`config.mk`:
```
export PLATFORM = sky130hd
export DESIGN_NAME = servo_status_packet_parser_top
export DESIGN_NICKNAME = d
export VERILOG_FILES = /design/src/rtl/ssp_pkg.sv /design/src/rtl/servo_status_packet_parser_top.sv /design/src/rtl/ssp_parser.sv /design/src/rtl/ssp_out_buf.sv
export SDC_FILE = /design/constraint.sdc
export NUM_CORES = 1
export LEC_CHECK = 0
export ABC_AREA = 1
export BUFFER_PORTS_ARGS = -buffer_cell sky130_fd_sc_hd__buf_2
export CAP_MARGIN = 20
export CORE_AREA = 2 2 173 107
export DETAILED_ROUTE_END_ITERATION = 8
export DIE_AREA = 0 0 175 109
export MAX_ROUTING_LAYER = met4
export PLACE_DENSITY = 0.63
export SLEW_MARGIN = 25
export SYNTH_ARGS = -nofsm -noshare
export SYNTH_HDL_FRONTEND = slang
export SYNTH_SLANG_ARGS = --single-unit
```
`constraint.sdc`:
```
create_clock -name clock -period 2.9 [get_ports clock]
set_input_delay 0.58 -clock clock [delete_from_list [all_inputs] [get_ports clock]]
set_output_delay 0.58 -clock clock [all_outputs]
set_load 0.02 [all_outputs]
```
`src/rtl/ssp_pkg.sv`:
```
// ----------------------------------------------------------------------------
// Servo status packet parser package
// Shared constants and the result type passed from the parser to the
// output buffer.
// ----------------------------------------------------------------------------
package ssp_pkg;

   localparam logic [7:0] PREAMBLE_BYTE   = 8'hFF;
   localparam logic [7:0] LEN_OVERHEAD    = 8'd2;
   localparam logic [7:0] MAX_PARAM_RESET = 8'd253;

   localparam logic KIND_PARAM   = 1'b0;
   localparam logic KIND_SUMMARY = 1'b1;

   typedef struct packed {
      logic       result_kind;
      logic [7:0] param_byte;
      logic [7:0] param_index;
      logic [7:0] servo_id;
      logic [7:0] error_bits;
      logic [7:0] param_total;
      logic       checksum_good;
   } result_type;

endpackage

```
`src/rtl/servo_status_packet_parser_top.sv`:
```
// ----------------------------------------------------------------------------
// Servo status packet parser
// Deframes servo status packets from a received byte stream, passes each
// parameter byte on as it arrives and reports a summary at packet end.
//
//   Channel  Direction  Handshake            Contents
//   req_     in         req_valid/req_stall  one received byte per beat
//   rsp_     out        rsp_valid/rsp_stall  parameter byte or packet summary
//   csr_     in         csr_wr_en            largest accepted parameter count
//
// One byte is taken every cycle while req_stall is low; its result, if any, is
// registered in a two-entry output buffer and presented on the response channel.
// Reset is synchronous and returns the parser to hunting the first preamble
// byte with the parameter limit at 253.
// req_stall rises only when both buffer entries hold results not yet taken.
// ----------------------------------------------------------------------------
module servo_status_packet_parser_top
   import ssp_pkg::*;
(
   input  logic       clock,
   input  logic       reset,
   input  logic       req_valid,
   output logic       req_stall,
   input  logic [7:0] req_rx_byte,
   output logic       rsp_valid,
   input  logic       rsp_stall,
   output logic       rsp_result_kind,
   output logic [7:0] rsp_param_byte,
   output logic [7:0] rsp_param_index,
   output logic [7:0] rsp_servo_id,
   output logic [7:0] rsp_error_bits,
   output logic [7:0] rsp_param_total,
   output logic       rsp_checksum_good,
   input  logic       csr_wr_en,
   input  logic [7:0] csr_wr_data
);

   logic [7:0] max_param_ff;
   logic       req_accept;
   logic       res_valid;
   logic       buf_full;
   result_type res;
   result_type head;

   always_ff @(posedge clock) begin
      if (reset) begin
         max_param_ff <= MAX_PARAM_RESET;
      end else if (csr_wr_en) begin
         max_param_ff <= csr_wr_data;
      end
   end

   assign req_stall  = buf_full;
   assign req_accept = req_valid && !req_stall;

   ssp_parser u_parser (
      .clock           (clock),
      .reset           (reset),
      .byte_accept     (req_accept),
      .rx_byte         (req_rx_byte),
      .max_param_count (max_param_ff),
      .res_valid       (res_valid),
      .res             (res)
   );

   ssp_out_buf u_out_buf (
      .clock     (clock),
      .reset     (reset),
      .push      (res_valid),
      .push_data (res),
      .full      (buf_full),
      .pop_valid (rsp_valid),
      .pop_stall (rsp_stall),
      .pop_data  (head)
   );

   assign rsp_result_kind   = head.result_kind;
   assign rsp_param_byte    = head.param_byte;
   assign rsp_param_index   = head.param_index;
   assign rsp_servo_id      = head.servo_id;
   assign rsp_error_bits    = head.error_bits;
   assign rsp_param_total   = head.param_total;
   assign rsp_checksum_good = head.checksum_good;

   a_result_needs_accept: assert property (@(posedge clock) disable iff (reset)
      res_valid |-> req_accept)
      else $error("parser produced a result without an accepted byte");

   a_stall_means_pending: assert property (@(posedge clock) disable iff (reset)
      req_stall |-> rsp_valid)
      else $error("input stalled while no result is pending");

   a_result_shows_next: assert property (@(posedge clock) disable iff (reset)
      (res_valid && !rsp_valid) |=> rsp_valid)
      else $error("result not presented the cycle after it was produced");

   a_summary_clean: assert property (@(posedge clock) disable iff (reset)
      (rsp_valid && rsp_result_kind == KIND_SUMMARY) |->
      (rsp_param_byte == 8'd0 && rsp_param_index == 8'd0))
      else $error("summary carries parameter fields");

endmodule

```
`src/rtl/ssp_parser.sv`:
```
// ----------------------------------------------------------------------------
// Servo status packet parser core
// Deframing state machine with running checksum; produces at most one
// result for every accepted byte in the same cycle.
// ----------------------------------------------------------------------------
module ssp_parser
   import ssp_pkg::*;
(
   input  logic       clock,
   input  logic       reset,
   input  logic       byte_accept,
   input  logic [7:0] rx_byte,
   input  logic [7:0] max_param_count,
   output logic       res_valid,
   output result_type res
);

   typedef enum logic [2:0] {
      PH_HUNT0 = 3'd0,
      PH_HUNT1 = 3'd1,
      PH_ID    = 3'd2,
      PH_LEN   = 3'd3,
      PH_ERR   = 3'd4,
      PH_PARAM = 3'd5,
      PH_CSUM  = 3'd6
   } phase_type;

   phase_type  phase_ff, phase_in;
   logic [7:0] length_ff, length_in;
   logic [7:0] seen_ff, seen_in;
   logic [7:0] sum_ff, sum_in;
   logic [7:0] id_ff, id_in;
   logic [7:0] err_ff, err_in;
   logic [7:0] expected;
   logic [7:0] seen_next;
   logic [7:0] len_minus;

   assign expected  = length_ff - LEN_OVERHEAD;
   assign seen_next = seen_ff + 8'd1;
   assign len_minus = rx_byte - LEN_OVERHEAD;

   always_comb begin
      phase_in  = phase_ff;
      length_in = length_ff;
      seen_in   = seen_ff;
      sum_in    = sum_ff;
      id_in     = id_ff;
      err_in    = err_ff;
      res_valid = 1'b0;
      res       = '0;
      res.servo_id   = id_ff;
      res.error_bits = err_ff;
      unique case (phase_ff)
         PH_HUNT0: begin
            if (rx_byte == PREAMBLE_BYTE) begin
               phase_in = PH_HUNT1;
            end
         end
         PH_HUNT1: begin
            phase_in = (rx_byte == PREAMBLE_BYTE) ? PH_ID : PH_HUNT0;
         end
         PH_ID: begin
            id_in    = rx_byte;
            phase_in = PH_LEN;
         end
         PH_LEN: begin
            if (rx_byte < LEN_OVERHEAD || len_minus > max_param_count) begin
               phase_in = PH_HUNT0;
            end else begin
               length_in = rx_byte;
               sum_in    = id_ff + rx_byte;
               phase_in  = PH_ERR;
            end
         end
         PH_ERR: begin
            err_in   = rx_byte;
            sum_in   = sum_ff + rx_byte;
            seen_in  = 8'd0;
            phase_in = (length_ff == LEN_OVERHEAD) ? PH_CSUM : PH_PARAM;
         end
         PH_PARAM: begin
            res_valid       = 1'b1;
            res.result_kind = KIND_PARAM;
            res.param_byte  = rx_byte;
            res.param_index = seen_ff;
            res.param_total = expected;
            sum_in          = sum_ff + rx_byte;
            seen_in         = seen_next;
            if (seen_next >= expected) begin
               phase_in = PH_CSUM;
            end
         end
         PH_CSUM: begin
            res_valid         = 1'b1;
            res.result_kind   = KIND_SUMMARY;
            res.param_total   = seen_ff;
            res.checksum_good = (~sum_ff == rx_byte);
            phase_in          = PH_HUNT0;
         end
         default: begin
            phase_in = PH_HUNT0;
         end
      endcase
      if (!byte_accept) begin
         res_valid = 1'b0;
      end
   end

   always_ff @(posedge clock) begin
      if (reset) begin
         phase_ff  <= PH_HUNT0;
         length_ff <= 8'd0;
         seen_ff   <= 8'd0;
         sum_ff    <= 8'd0;
         id_ff     <= 8'd0;
         err_ff    <= 8'd0;
      end else if (byte_accept) begin
         phase_ff  <= phase_in;
         length_ff <= length_in;
         seen_ff   <= seen_in;
         sum_ff    <= sum_in;
         id_ff     <= id_in;
         err_ff    <= err_in;
      end
   end

endmodule

```
`src/rtl/ssp_out_buf.sv`:
```
// ----------------------------------------------------------------------------
// Servo status packet parser output buffer
// Two-entry result register with skid space, so a new byte can be taken
// while a finished result still waits on the response channel.
// ----------------------------------------------------------------------------
module ssp_out_buf
   import ssp_pkg::*;
(
   input  logic       clock,
   input  logic       reset,
   input  logic       push,
   input  result_type push_data,
   output logic       full,
   output logic       pop_valid,
   input  logic       pop_stall,
   output result_type pop_data
);

   result_type entry_ff [2];
   logic [1:0] count_ff, count_in;
   logic       wr_ptr_ff, rd_ptr_ff;
   logic       pop;

   assign full      = (count_ff == 2'd2);
   assign pop_valid = (count_ff != 2'd0);
   assign pop_data  = entry_ff[rd_ptr_ff];
   assign pop       = pop_valid && !pop_stall;

   always_comb begin
      count_in = count_ff;
      if (push && !pop) begin
         count_in = count_ff + 2'd1;
      end else if (pop && !push) begin
         count_in = count_ff - 2'd1;
      end
   end

   always_ff @(posedge clock) begin
      if (reset) begin
         count_ff  <= 2'd0;
         wr_ptr_ff <= 1'b0;
         rd_ptr_ff <= 1'b0;
      end else begin
         count_ff <= count_in;
         if (push) begin
            wr_ptr_ff <= ~wr_ptr_ff;
         end
         if (pop) begin
            rd_ptr_ff <= ~rd_ptr_ff;
         end
      end
   end

   always_ff @(posedge clock) begin
      if (push) begin
         entry_ff[wr_ptr_ff] <= push_data;
      end
   end

endmodule
```
==> results of run 1 <==
==> routing by layer <==
layer / global-route usage (%) / up-vias / share of wire [%]
met1: 26.1 / 2235 / 54
met2: 22.3 / 162 / 38
li1: - / 2389 / -
met3: 3.59 / 19 / 6.4
met5: - / - / 0
met4: 5.06 / 0 / 1.2
==> state kept, by name, indices dropped and copies added, names as in the netlist, named ones only <==
name and cells:
u_parser.sum_ff 8, u_parser.phase_ff 3, u_out_buf.entry_ff 84, u_parser.length_ff 8, u_parser.id_ff 8, u_parser.seen_ff 8, u_out_buf.count_ff 2, max_param_ff 8
u_out_buf.wr_ptr_ff 1, u_out_buf.rd_ptr_ff 1, u_parser.err_ff 8
==> logic make-up (layout without fill, tap and decap cells) <==
group / count (synthesis) / count (layout)
AO/OA/AOI/OAI: 110 / 110
flip-flops: 140 / 140
AND/OR/NAND/NOR: 213 / 213
adder cells (fa/ha/maj): 28 / 28
buffers and inverters: 98 / 183
multiplexers: 42 / 42
XOR/XNOR: 25 / 25
==> cell type report <==
cell class,count,area [sq um]
clock inverters,14,126
well taps,240,300
fillers,1652,9790
inverters,73,279
repair buffers,78,438
flip-flops and latches,140,3640
clock buffers,18,429
multi-input cells,418,2630
==> where the power goes <==
group          total, mW  leakage (nW)  switching, mW  internal, mW
registers           2.35          1.28          0.119          2.23
logic               1.22          1.79          0.758         0.461
clock network       2.04         0.258          0.915          1.13
==> worst register-to-register path: cells and delay by family (launching register included) <==
family,cells,cell delay (ns)
adder cells (fa/ha/maj),1,0.29
AND/OR/NAND/NOR,12,1.65
buffers and inverters,1,0.16
flip-flops,1,0.42
==> cells in the mapped netlist (all sizes together), types with 3 or more instances <==
cell     n  share of area, %
nand2   98               5.6
edfxtp  84                38
inv     72               4.0
nor2    66               4.4
dfxtp   56                17
a21oi   55               4.2
mux2    42               7.1
o21ai   37               2.8
nand3   33               2.9
ha      27               5.0
xor2    22               2.9
buf     17               1.9
o22ai   10              0.93
nor3     9              0.99
clkbuf   8              0.45
nand4    6              0.56
a221oi   3              0.39
xnor2    3              0.39
==> path summary, 6_finish.rpt <==
kind                                                        from  slack, ns                                   to  depth (start not counted)
worst min-delay path                              csr_wr_data[5]       0.37         max_param_ff[5]$_SDFFE_PP1P_                          3
worst max-delay path            u_parser.seen_ff[0]$_SDFFE_PP0P_       0.27    u_parser.phase_ff[0]$_SDFFE_PP0P_                         14
worst max register to register  u_parser.seen_ff[0]$_SDFFE_PP0P_       0.27    u_parser.phase_ff[0]$_SDFFE_PP0P_                         14
worst min register to register   u_parser.err_ff[6]$_SDFFE_PP0P_       0.45  u_out_buf.entry_ff[1][15]$_DFFE_PP_                          0
==> through the flow <==
stage	cell area (sq um)	power, mW	setup slack (ns)	instances	utilization [%]
global placement	7290	3.59	0.144	949	41.3
CTS	7850	5.63	0.292	981	44.5
detailed placement	7290	3.60	0.0794	949	41.3
floorplan	6700	3.26	0.360	656	-
global route	7850	5.85	0.0344	981	44.5
finish	7850	5.61	0.271	981	44.5
==> impl_metrics.py, run 1 <==
metrics = {
    "run_status": {
        "outcome": "finished, final reports clean",
    },
    "cells_and_area": {
        "final_layout_size_suffix_gt1_share_pct": 25.0,
        "finalNetCount": 777,
        "antennaDiodeCount": 0,
        "final_cell_mix": "95 x nand2_1, 84 x edfxtp_1, 64 x buf_2, 61 x inv_1, 56 x nor2_1",
        "final_common_cell": "nand2_1",
        "area_growth_pct": 17.1,
    },
    "synthesis": {
        "synth_cell_type_count": 38,
        "synth-simple-area-share_pct": 14.6,
        "synth.yosys.seq_area_share_pct": 54.4,
        "synth_fa_ha_area_share_pct": 5.34,
        "synthesis.area_sq_um": 6700,
        "synth-main-ff-cell": "edfxtp_1",
        "synth_xor_area_share_pct": 3.27,
        "synth_nets": 705,
        "synth_seq_cells": 140,
        "syn_avg_cell_area_sq_um": 10.2,
        "synth-compound-area-share_pct": 8.83,
        "synth_top_family_by_area": "simple AND/OR/NAND/NOR gates",
        "yosys_warnings": 0,
        "async_flop_share_pct": 0,
        "synth_edf_count": 84,
        "synth.area.mux_share_pct": 7.06,
        "syn_inst": 656,
    },
    "die": {
        "core-area_sq_um": 17600,
        "start_util_pct": 38.0,
        "dieArea_sq_um": 19100,
        "die_h_microns": 109,
        "ios": 65,
        "rows": 38,
        "die_x_microns": 175,
    },
    "worst_setup_path": {
        "path_class": "register to register",
        "critPathMaxFanout": 6,
        "critPathTopFamily": "simple AND/OR/NAND/NOR gates",
        "endpoint_kind": "register",
        "required_ns": 3.21,
        "crit_buf_inv": 1,
        "cp.arrival_ns": 2.94,
        "startpoint_type": "register",
        "cp_common_cell": "nor2_1",
        "crit_path_top_delay_cell": "dfxtp_1",
        "slowest_delay_ns": 0.42,
        "path_cells": "inv_1 -> nor3_2 -> nand3_1 -> nor2_1 -> nand3_1 -> and2_1 -> ha_1 -> nand2_1 -> nor2_1 -> nand4_1 -> nand4_1 -> nand2_1 -> nor2_1 -> nor2_1",
    },
    "timing": {
        "hold_viol": 0,
        "rsz0062_at_grt": "no",
        "period_needed_ns": 2.63,
        "fmax_ghz": 0.380,
        "drv_slew": 0,
        "hold_ws_ns": 0.372,
        "final.setup.tns_ns": 0,
        "setup_viol": 0,
        "slew_headroom_pct": 50.6,
        "tightest_slew_ns": 0.740,
        "period_share_pct": 90.7,
        "finClkSkew_ns": 0.00855,
    },
    "hold_path": {
        "hold_path_class": "primary input to register",
    },
    "power_and_ir_drop": {
        "pwr_density_cell_nw_per_um2": 715,
        "p_leak_nw": 3.33,
        "ir_drop_mv": 0.461,
    },
    "placed_design": {
        "place_congestion": 0.895,
        "port_buffers": 64,
        "detailed_place_hpwl_mm": 10.7,
    },
    "grt": {
        "grt_pass1_wl_mm": 23.9,
        "antenna_found_initial": 0,
        "grt_pass1_vias": 4382,
        "grt_max_degree": 32,
        "grt_usage_pct": 17.1,
        "gr-total-overflow": 0,
    },
    "clocking": {
        "cts_hold_buf": 0,
        "cts_setup_buffers": 0,
        "cts_tree": "yes",
        "numCtsBuffers": 17,
        "htree_levels": 4,
        "clkLatencyLatePin_ns": 0.42,
        "cts_max_path_buffers": 2,
        "clk_pin_slew_ns": 0.06,
        "cts_root_buffer": "clkbuf_16",
        "cts_resized": 0,
        "cts.sinks": 140,
    },
    "drt": {
        "drt_iter0_drc": 432,
        "viasPerCell": 4.90,
        "vias": 4805,
        "wl_per_cell_microns": 15.4,
        "remaining_drc_errors": 0,
        "first_pass_iters": 5,
        "wirelength_mm": 15.1,
        "drtAntennaViolNets": 0,
    },
    "flow_run": {
        "cap_violations": 0,
    },
}
No activity file was read; power rests on OpenSTA's default activity.
==> run 2, diff against run 1 <==
--- a/config.mk
+++ b/config.mk
@@ -8,12 +8,12 @@
 export ABC_AREA = 1
 export BUFFER_PORTS_ARGS = -buffer_cell sky130_fd_sc_hd__buf_2
 export CAP_MARGIN = 20
-export CORE_AREA = 2 2 173 107
+export CORE_AREA = 2 2 176 109
 export DETAILED_ROUTE_END_ITERATION = 8
-export DIE_AREA = 0 0 175 109
-export MAX_ROUTING_LAYER = met4
+export DIE_AREA = 0 0 178 111
 export PLACE_DENSITY = 0.63
 export SLEW_MARGIN = 25
 export SYNTH_ARGS = -nofsm -noshare
 export SYNTH_HDL_FRONTEND = slang
+export SYNTH_HIERARCHICAL = 1
 export SYNTH_SLANG_ARGS = --single-unit
==> impl_metrics.py, run 2 <==
metrics = {
    "synthesis": {
        "synth_xor_area_share_pct": 2.78,
        "synth.yosys.seq_area_share_pct": 52.5,
        "synth_top_family_by_area": "simple AND/OR/NAND/NOR gates",
        "synth_cell_type_count": 40,
        "synth_top_area_share_pct": 36.4,
        "synth_seq_cells": 140,
        "yosys_warnings": 6,
        "synth_most_common_cell": "nand2_1",
        "synth-compound-area-share_pct": 6.62,
        "ys_top_cells_by_area": "edfxtp_1 36%, dfxtp_1 16%, mux2_4 8.7%, nand2_1 7.0%, ha_1 4.9%",
        "synth_nets": 737,
        "synth-simple-area-share_pct": 16.3,
        "async_flop_share_pct": 0,
        "synth_edf_count": 84,
        "synth_fa_ha_area_share_pct": 5.16,
        "netlist.top_cell.by_area": "edfxtp_1",
        "yosys-top-cells-count": "129 x nand2_1, 84 x edfxtp_1, 80 x inv_1",
        "synth.area.mux_share_pct": 8.98,
        "synth-main-ff-cell": "edfxtp_1",
        "synthesis.area_sq_um": 6940,
        "syn_inst": 688,
        "syn_avg_cell_area_sq_um": 10.1,
    },
    "drt": {
        "viasPerCell": 4.86,
        "wirelength_mm": 15.8,
        "remaining_drc_errors": 0,
        "drt_iter0_drc": 516,
        "vias": 4971,
        "first_pass_iters": 5,
        "drtAntennaViolNets": 0,
        "wl_per_cell_microns": 15.5,
    },
    "grt": {
        "grt_usage_pct": 16.7,
        "gr-total-overflow": 0,
        "grt_max_degree": 44,
        "grt_pass1_wl_mm": 24.7,
        "grt_pass1_vias": 4494,
        "antenna_found_initial": 2,
    },
    "timing": {
        "slew_headroom_pct": 49.7,
        "setup_viol": 0,
        "fmax_ghz": 0.388,
        "drv_slew": 0,
        "rsz0062_at_grt": "no",
        "finClkSkew_ns": 0.00773,
        "final.setup.tns_ns": 0,
        "hold_viol": 0,
        "period_share_pct": 88.8,
        "tightest_slew_ns": 0.748,
        "period_needed_ns": 2.58,
    },
    "clocking": {
        "cts.sinks": 140,
        "cts_hold_buf": 0,
        "htree_levels": 4,
        "cts_root_buffer": "clkbuf_16",
        "cts_tree": "yes",
        "clkLatencyLatePin_ns": 0.42,
        "cts_setup_buffers": 0,
        "cts_resized": 0,
        "clk_pin_slew_ns": 0.06,
        "numCtsBuffers": 17,
        "cts_max_path_buffers": 2,
    },
    "worst_setup_path": {
        "path_class": "register to register",
        "path_cells": "inv_1 -> ha_1 -> nand3_1 -> nor3_1 -> xor2_1 -> ha_1 -> a21o_1 -> nor2_1 -> nand4_1 -> nand2_1 -> clkinv_1 -> nand2_1 -> a21oi_1",
        "endpoint_kind": "register",
        "required_ns": 3.18,
        "critPathMaxFanout": 5,
        "startpoint_type": "register",
        "slowest_delay_ns": 0.36,
        "crit_buf_inv": 2,
        "critPathTopFamily": "simple AND/OR/NAND/NOR gates",
        "cp.arrival_ns": 2.86,
        "crit_path_top_delay_cell": "dfxtp_1",
    },
    "hold_path": {
        "hold_path_class": "primary input to register",
    },
    "cells_and_area": {
        "final_common_cell": "nand2_1",
        "fin_cells": 1023,
        "largest_register_ff_count": 84,
        "area_growth_pct": 17.0,
        "final_cell_mix": "129 x nand2_1, 84 x edfxtp_1, 80 x inv_1, 64 x nor2_1, 64 x buf_2",
        "final_layout_size_suffix_gt1_share_pct": 21.9,
        "finalNetCount": 811,
        "regMostFlops": "u_out_buf/entry_ff",
    },
    "power_and_ir_drop": {
        "ir_drop_mv": 0.384,
        "pwr_density_cell_nw_per_um2": 568,
        "p_leak_nw": 3.43,
    },
    "die": {
        "start_util_pct": 37.7,
        "dieArea_sq_um": 19800,
        "core-area_sq_um": 18400,
        "rows": 39,
        "die_h_microns": 111,
        "die_x_microns": 178,
        "ios": 65,
    },
    "placed_design": {
        "dp_cells": 989,
        "port_buffers": 64,
        "place_congestion": 0.917,
        "detailed_place_hpwl_mm": 11.6,
    },
    "run_status": {
        "outcome": "finished, final reports clean",
    },
    "flow_run": {
        "cap_violations": 0,
    },
}
## run 2: power by group
part | total [mW] | switching (mW) | leakage, nW | internal [mW]
sequential | 2.11 | 0.0129 | 1.21 | 2.10
combinational | 0.353 | 0.211 | 1.93 | 0.143
clock | 2.14 | 0.873 | 0.293 | 1.27
total | 4.61 | 1.10 | 3.43 | 3.51
## run 2: layer usage
metal  GRT usage [%]  share of wire (%)  vias up
met5               0                  0        -
met4            3.61               0.49        0
met3            5.49                7.8        7
met2            19.8                 36      164
met1            28.0                 55     2341
li1                -                  -     2459
## run 2: cell type report
type / count / area, sq um
diodes: 2 / 5.00
inverters: 88 / 332
clock buffers: 21 / 504
multi-input cells: 438 / 2770
fillers: 1745 / 10300
well taps: 246 / 308
clock inverters: 11 / 96.3
repair buffers: 77 / 455
flip-flops and latches: 140 / 3640
## run 2: worst min-delay path, cell delays in order
cell and delay (ns):
buf_2 0.08, nand2_1 0.05, nand3_1 0.06
## run 2: path summary, 6_finish.rpt
check | from | to | slack (ns) | cells past startpoint
max | u_parser/length_ff[1]$_SDFFE_PP0P_ | u_parser/phase_ff[2]$_SDFFE_PP0P_ | 0.32 | 13
min | csr_wr_data[6] | max_param_ff[6]$_SDFFE_PP1P_ | 0.38 | 3
max reg2reg | u_parser/length_ff[1]$_SDFFE_PP0P_ | u_parser/phase_ff[2]$_SDFFE_PP0P_ | 0.32 | 13
min reg2reg | u_parser/id_ff[2]$_SDFFE_PP0P_ | u_out_buf/entry_ff[1][19]$_DFFE_PP_ | 0.46 | 0
## run 2: through the flow
step | worst slack, ns | hold slack, ns | utilization (%) | instance area, sq um | total power [mW]
3_5_place_dp | 0.142 | 0.443 | 40.8 | 7510 | 2.51
5_1_grt | 0.100 | 0.382 | 44.1 | 8110 | 4.77
3_3_place_gp | 0.221 | 0.434 | 40.8 | 7510 | 2.50
2_1_floorplan | 0.167 | 0.426 | - | 6940 | 2.42
6_report | 0.323 | 0.377 | 44.1 | 8110 | 4.61
4_1_cts | 0.347 | 0.361 | 44.1 | 8110 | 4.64
## run 2: logic make-up (layout without fill, tap and decap cells)
group,after synthesis,in the layout
AO/OA/AOI/OAI,85,85
XOR/XNOR,22,22
adder cells (fa/ha/maj),28,28
buffers and inverters,110,197
flip-flops,140,140
multiplexers,42,42
other,0,2
AND/OR/NAND/NOR,261,261
==> run 3, diff against run 2 <==
--- a/config.mk
+++ b/config.mk
@@ -8,9 +8,9 @@
 export ABC_AREA = 1
 export BUFFER_PORTS_ARGS = -buffer_cell sky130_fd_sc_hd__buf_2
 export CAP_MARGIN = 20
-export CORE_AREA = 2 2 176 109
+export CORE_AREA = 2 2 112 169
 export DETAILED_ROUTE_END_ITERATION = 8
-export DIE_AREA = 0 0 178 111
+export DIE_AREA = 0 0 114 171
 export PLACE_DENSITY = 0.63
 export SLEW_MARGIN = 25
 export SYNTH_ARGS = -nofsm -noshare
==> impl_metrics.py, run 3 (synthesis gave the netlist of run 2 again) <==
metrics = {
    "clocking": {
        "numCtsBuffers": 17,
        "cts.sinks": 140,
        "cts_max_path_buffers": 2,
        "cts_setup_buffers": 0,
        "cts_hold_buf": 0,
        "htree_levels": 4,
        "cts_root_buffer": "clkbuf_16",
        "cts_tree": "yes",
        "clk_pin_slew_ns": 0.07,
        "clkLatencyLatePin_ns": 0.42,
        "cts_resized": 0,
    },
    "grt": {
        "grt_pass1_vias": 4776,
        "antenna_found_initial": 0,
        "gr-total-overflow": 0,
        "grt_max_degree": 43,
        "grt_pass1_wl_mm": 23.9,
        "grt_usage_pct": 16.0,
    },
    "cells_and_area": {
        "final_cell_mix": "129 x nand2_1, 84 x edfxtp_1, 80 x inv_1, 64 x nor2_1, 64 x buf_2",
        "finalNetCount": 815,
        "antennaDiodeCount": 0,
        "largest_register_ff_count": 84,
        "final_common_cell": "nand2_1",
        "fill_cells": 1739,
        "multiInputGateArea_sq_um": 2770,
        "area_growth_pct": 17.0,
        "final_layout_size_suffix_gt1_share_pct": 22.5,
        "regArea_sq_um": 3640,
        "final_util_pct": 44.7,
        "fin_cells": 999,
        "regMostFlops": "u_out_buf/entry_ff",
    },
    "die": {
        "core-area_sq_um": 18200,
        "ios": 65,
        "dieArea_sq_um": 19500,
        "rows": 61,
        "die_x_microns": 114,
        "start_util_pct": 38.2,
        "die_h_microns": 171,
    },
    "power_and_ir_drop": {
        "internal-power_mw": 3.61,
        "comb_power_share_pct": 7.5,
        "ir_drop_mv": 0.330,
        "total_power_mw": 4.70,
        "pwr_density_cell_nw_per_um2": 579,
        "seqPwrFrac_pct": 44.9,
        "netSwitchingPower_mw": 1.09,
        "clock_power_share_pct": 47.6,
        "p_leak_nw": 3.45,
        "switching_share_pct": 23.2,
    },
    "worst_setup_path": {
        "rr_endpoint": "u_parser/phase_ff[2]$_SDFFE_PP0P_",
        "cp.arrival_ns": 2.77,
        "path_class": "register to register",
        "reg2regPathDepth": 13,
        "critPathMaxFanout": 5,
        "startpoint_type": "register",
        "r2r_start": "u_parser/length_ff[1]$_SDFFE_PP0P_",
        "slowest_delay_ns": 0.36,
        "required_ns": 3.18,
        "crit_buf_inv": 2,
        "endpoint_kind": "register",
        "critPathTopFamily": "simple AND/OR/NAND/NOR gates",
        "path_cells": "inv_1 -> ha_1 -> nand3_1 -> nor3_1 -> xor2_1 -> ha_1 -> a21o_1 -> nor2_1 -> nand4_1 -> nand2_1 -> clkinv_1 -> nand2_1 -> a21oi_1",
        "rrSetupSlack_ns": 0.41,
        "crit_path_top_delay_cell": "dfxtp_1",
    },
    "timing": {
        "period_needed_ns": 2.49,
        "period_share_pct": 85.8,
        "final.setup.tns_ns": 0,
        "drv_slew": 0,
        "postLayoutSetupSlackWorst_ns": 0.411,
        "setup_viol": 0,
        "finClkSkew_ns": 0.0103,
        "rsz0062_at_grt": "no",
        "slew_headroom_pct": 51.2,
        "tightest_slew_ns": 0.732,
        "hold_viol": 0,
        "fmax_ghz": 0.402,
    },
    "placed_design": {
        "detailed_place_hpwl_mm": 10.9,
        "place_ws_ns": 0.162,
        "dp_cells": 967,
        "port_buffers": 64,
        "place_congestion": 0.860,
    },
    "drt": {
        "vias": 4919,
        "first_pass_iters": 4,
        "wirelength_mm": 15.0,
        "viasPerCell": 4.92,
        "wl_per_cell_microns": 15.0,
        "drtAntennaViolNets": 0,
        "remaining_drc_errors": 0,
        "drt_iter0_drc": 226,
    },
    "run_status": {
        "outcome": "finished, final reports clean",
    },
    "hold_path": {
        "hold_end": "max_param_ff[4]$_SDFFE_PP1P_",
        "hold_depth": 3,
        "hp-start": "csr_wr_data[4]",
        "hold_path_class": "primary input to register",
    },
    "flow_run": {
        "cap_violations": 0,
    },
}
==> run 3: cell types whose count changed in the layout (fill, tap and decap cells not counted), moves of 2 or more <==
cell,change
bufinv_16,+3
buf_4,+4
inv_6,+4
inv_8,-2
clkbuf_16,-3
clkinv_4,-3
diode_2,-2
==> run 3: worst max-delay path by stage <==
stage                                       start                                 end  slack, ns  cells past startpoint
3_3_place_gp                       req_rx_byte[1]  u_parser/length_ff[0]$_SDFFE_PP0P_       0.22                     15
2_1_floorplan                           req_valid  u_out_buf/entry_ff[0][0]$_DFFE_PP_       0.17                      7
6_report       u_parser/length_ff[1]$_SDFFE_PP0P_   u_parser/phase_ff[2]$_SDFFE_PP0P_       0.41                     13
5_1_grt          u_parser/seen_ff[2]$_SDFFE_PP0P_   u_parser/phase_ff[2]$_SDFFE_PP0P_       0.08                     15
4_1_cts          u_parser/seen_ff[0]$_SDFFE_PP0P_   u_parser/phase_ff[2]$_SDFFE_PP0P_       0.40                     14
3_5_place_dp                       req_rx_byte[1]  u_parser/length_ff[0]$_SDFFE_PP0P_       0.16                     15
==> run 3: layout make-up <==
cell class,instances,share of cell area [%]
clock buffer,17,5.24
clock inverter,15,2.28
inverter,88,4.09
multi-input combinational,438,34.1
sequential,140,44.9
tap,220,3.39
timing repair buffer,81,5.98
==> run 3: power groups by stage <==
stage               Combinational (mW)  Sequential (mW)  Clock, mW
global route                     0.388             2.11       2.36
global placement                 0.356             2.15          0
CTS                              0.359             2.11       2.27
floorplan                        0.273             2.15          0
detailed placement               0.358             2.15          0
finish                           0.353             2.11       2.24
==> run 3: worst reg2reg max path: cells and delay by family, from the launching register on <==
kind,cells,cell delay (ns)
xor+xnor,1,0.24
compound gates,2,0.23
simple gates,6,0.79
buf+inv,2,0.25
flops,1,0.36
fa+ha+maj,2,0.48
==> run 3: per-stage QoR <==
stage,area [sq um],hold WS [ns]
floorplan,6940,0.426
global placement,7500,0.436
detailed placement,7500,0.443
CTS,8120,0.346
global route,8120,0.360
finish,8120,0.362
==> run 3: metal layers <==
layer | track usage [%] | share of wire [%] | routed length, microns | up-vias
met3 | 4.22 | 4.0 | 598 | 30
met2 | 29.9 | 54 | 8160 | 105
met4 | 6.89 | 3.0 | 455 | 0
met5 | 0 | 0 | 0 | -
met1 | 16.5 | 38 | 5770 | 2320
li1 | - | - | - | 2464
